`config.mk`:
```
export PLATFORM = sky130hd
export DESIGN_NAME = gsc_ram
export DESIGN_NICKNAME = d
export VERILOG_FILES = /design/src/rtl/gsc_ram.sv
export SDC_FILE = /design/constraint.sdc
export NUM_CORES = 1
export LEC_CHECK = 0
export BUFFER_PORTS_ARGS = -buffer_cell sky130_fd_sc_hd__buf_2
export CORE_MARGIN = 1
export CORE_UTILIZATION = 25
export CTS_CLUSTER_DIAMETER = 80
export DETAILED_ROUTE_END_ITERATION = 10
export MAX_ROUTING_LAYER = met4
export PLACE_DENSITY_LB_ADDON = 0.3
export SYNTH_ARGS = -nofsm -noshare
export SYNTH_HDL_FRONTEND = slang
export SYNTH_SLANG_ARGS = --single-unit
```
`constraint.sdc`:
```
create_clock -name i_clk -period 3.8 [get_ports i_clk]
set_input_delay 0.19 -clock i_clk [delete_from_list [all_inputs] [get_ports i_clk]]
set_output_delay 0.19 -clock i_clk [all_outputs]
set_load 0.02 [all_outputs]
```
`src/rtl/gsc_ram.sv`:
```
`timescale 1ns / 1ps
// ----------------------------------------------------------------------------
// gsc_ram
// Generic simple dual-port RAM, one write and one registered read port.
// ----------------------------------------------------------------------------
module gsc_ram #(
    parameter int WIDTH = 8,
    parameter int DEPTH = 64
) (
    input  logic                     i_clk,
    input  logic                     i_we,
    input  logic [$clog2(DEPTH)-1:0] i_waddr,
    input  logic [WIDTH-1:0]         i_wdata,
    input  logic [$clog2(DEPTH)-1:0] i_raddr,
    output logic [WIDTH-1:0]         o_rdata
);

    logic [WIDTH-1:0] r_mem [DEPTH];
    logic [WIDTH-1:0] r_rdata;

    always_ff @(posedge i_clk) begin
        if (i_we) begin
            r_mem[i_waddr] <= i_wdata;
        end
        r_rdata <= r_mem[i_raddr];
    end

    assign o_rdata = r_rdata;

endmodule

```
==> results.yml <==
synth:
  netlist_area_sq_mm: 0.0202
  syn_area_per_cell_sq_um: 21.5
  synth_area_leaders: "edfxtp_1 76%, mux4_2 14%, nor2_1 1.5%"
  synth-warning-count: 0
  synth_top_area_share_pct: 76.2
  yosys.area.top_type: "edfxtp_1"
  synthArstFlopShare_pct: 0
  synth_seq_cells: 520
  syn-num-nets: 962
  yosysSeqAreaShare_pct: 77.0
  synth_cell_types: 40
  synth_edf_count: 512
  yosys_most_used_dff: "edfxtp_1"
  syn_inst: 940
placed_design:
  place_congestion: 0.792
  io_buffers: 29
  dp_hpwl_um: 30600
sta:
  period_minus_slack_ps: 2310
  finalMaxSlewViolations: 0
  finalCritPeriodShare_pct: 60.7
  rsz0062_at_grt: "no"
  slew_headroom_pct: 17.9
  holdWs_ps: 80.5
  finalClockSkew_ps: 27.9
  finalSetupViolCount: 0
  hold_viol_final: 0
  fmax_mhz: 434
  tightest_slew_ps: 1200
  setup_tns_ps: 0
cts:
  clkTransAtPathRegs_ps: 60
  post_cts_buffers: 0
  cts_buffers: 53
  cts_resized: 0
  hold_buffers: 1
  cts_tree: "yes"
  cts_buffer_depth: 3
  clk-insertion-delay-late_ps: 600
  ctsHtreeMaxLevel: 2
  clock_sinks: 520
  cts-root-buf: "clkbuf_16"
power_and_ir_drop:
  power.density_mw_per_mm2: 514
  p_seq_share_pct: 53.3
  p_leak_uw: 0.00704
  switching_share_pct: 21.3
  vdd_drop_max_v: 0.000270
  switchingPower_uw: 2550
  pwr-share-clk_pct: 41.6
  p_int_uw: 9400
  power_uw: 11900
  combPwrFrac_pct: 5.1
die:
  rows: 103
  dieHeight_um: 286
  die-area_sq_mm: 0.0818
  chipWidth_um: 286
  ioPinCount: 30
  core_sq_mm: 0.0794
  start_util_pct: 25.4
worst_setup_path:
  critPathKind: "reg2reg"
  critPathArrivalTime_ps: 2750
  crit_fanout: 1
  slowest_delay_ps: 1030
  cp.required_ps: 4240
  slowest_stage: "a2111oi_0"
  end_kind: "flip-flop"
  path_buf_inv: 0
  worstPathCellList: "mux4_2 > nor2b_1 > a2111oi_0 > o41ai_1"
  startpoint_type: "flip-flop"
  crit_family: "compound AO/OA/AOI/OAI gates"
layout:
  final_core_util_pct: 29.3
  diodes: 0
  final_common_cell: "edfxtp_1"
  final_cell_mix: "512 x edfxtp_1, 126 x mux4_2, 83 x nor2_1, 53 x clkbuf_16, 31 x buf_4"
  drive_above_1_share_pct: 26.1
  syn2layout_area_growth_pct: 15.2
  layout.nets: 1028
detailed_routing:
  vias_per_cell: 4.58
  drtIter0Drc: 735
  wl_um: 49800
  drt-pass1-iter-count: 5
  ant_nets: 0
  wire_per_inst_um: 23.8
  post-route-drc-count: 0
  vias: 9592
global_route:
  grt_max_degree: 65
  grt_use_total_pct: 12.6
  antenna_found_initial: 2
  grt_overflow: 0
  grt_pass1_vias: 10045
  grt_pass1_wl_um: 72200
outcome:
  status: "completed"
run:
  drv_cap: 0
min_path:
  min-delay-path-class: "in2reg"
-- worst register-to-register path: stages, from the launching register on --
cell and delay (ps):
edfxtp_1 360, mux4_2 460, nor2b_1 140, a2111oi_0 1030, o41ai_1 180
-- registers in the layout (all words and copies together), names as in the netlist --
signal / flops
o_rdata: 8
r_mem: 512
-- routing by layer --
| layer | vias to the layer above | global-route usage, % | part of all wire (%) |
|---|---|---|---|
| met3 | 82 | 2.80 | 6.4 |
| met4 | 0 | 3.85 | 2.6 |
| met5 | - | - | 0 |
| met2 | 288 | 19.2 | 46 |
| li1 | 4058 | - | - |
| met1 | 5164 | 16.8 | 45 |
-- cells by family (layout without fill, tap and decap cells) --
family                 after synthesis  after routing  synth area share, %
AO/OA/AOI/OAI                       54             54                 2.07
buffers and inverters               51            157                 1.57
flip-flops                         520            520                 77.0
multiplexers                       162            162                 15.9
AND/OR/NAND/NOR                    153            153                 3.39
-- cell type report --
cell class	instances	area [sq um]
fillers	7784	56200
multi-input cells	369	4330
repair buffers	62	437
flip-flops and latches	520	15500
clock buffers	70	1390
clock inverters	25	225
well taps	1050	1310
-- through the flow --
stage,setup WS (ps),area (sq um),std cells
after global routing,1300,23200,2096
after global placement,789,21600,1999
after floorplan,1940,20200,940
after CTS,1450,23200,2096
final,1490,23200,2096
after detailed placement,957,21600,2000
-- power groups by stage --
stage	sequential, uW	combinational (uW)	clock [uW]
2_1_floorplan	6490	338	0
3_3_place_gp	6490	613	0
3_5_place_dp	6490	622	0
4_1_cts	6370	624	5090
5_1_grt	6370	657	5300
6_report	6370	611	4970
-- final timing paths --
path / from / end / slack (ps) / depth (start not counted)
setup / recovery: r_mem[3][3] / o_rdata[3] / 1490 / 4
hold / removal: i_raddr[5] / o_rdata[1] / 80 / 3
setup reg to reg: r_mem[3][3] / o_rdata[3] / 1490 / 4
hold reg to reg: r_mem[31][4] / o_rdata[4] / 830 / 3
-- synthesized netlist by cell type (2+ instances only) --
master / instances
buf_1: 4
o221ai_1: 8
nand2b_1: 7
nand3_1: 13
mux2i_1: 23
o2111ai_1: 3
nand3b_1: 3
a221oi_1: 6
nor4_1: 2
buf_6: 4
nor2b_1: 14
o21ai_1: 2
buf_12: 2
a22oi_1: 3
nor2_1: 83
o41ai_1: 2
clkbuf_1: 17
o2bb2ai_1: 3
a211oi_1: 4
a21oi_1: 3
nor3_1: 7
nand4_1: 2
o21a_1: 2
mux2_2: 13
buf_4: 13
o21ai_0: 2
mux4_2: 126
edfxtp_1: 512
dfxtp_1: 8
o22ai_1: 8
o32ai_1: 2
nand2_1: 19
a2111oi_0: 2
buf_2: 11
o221a_2: 2
Power figures use the tool's default switching activity.
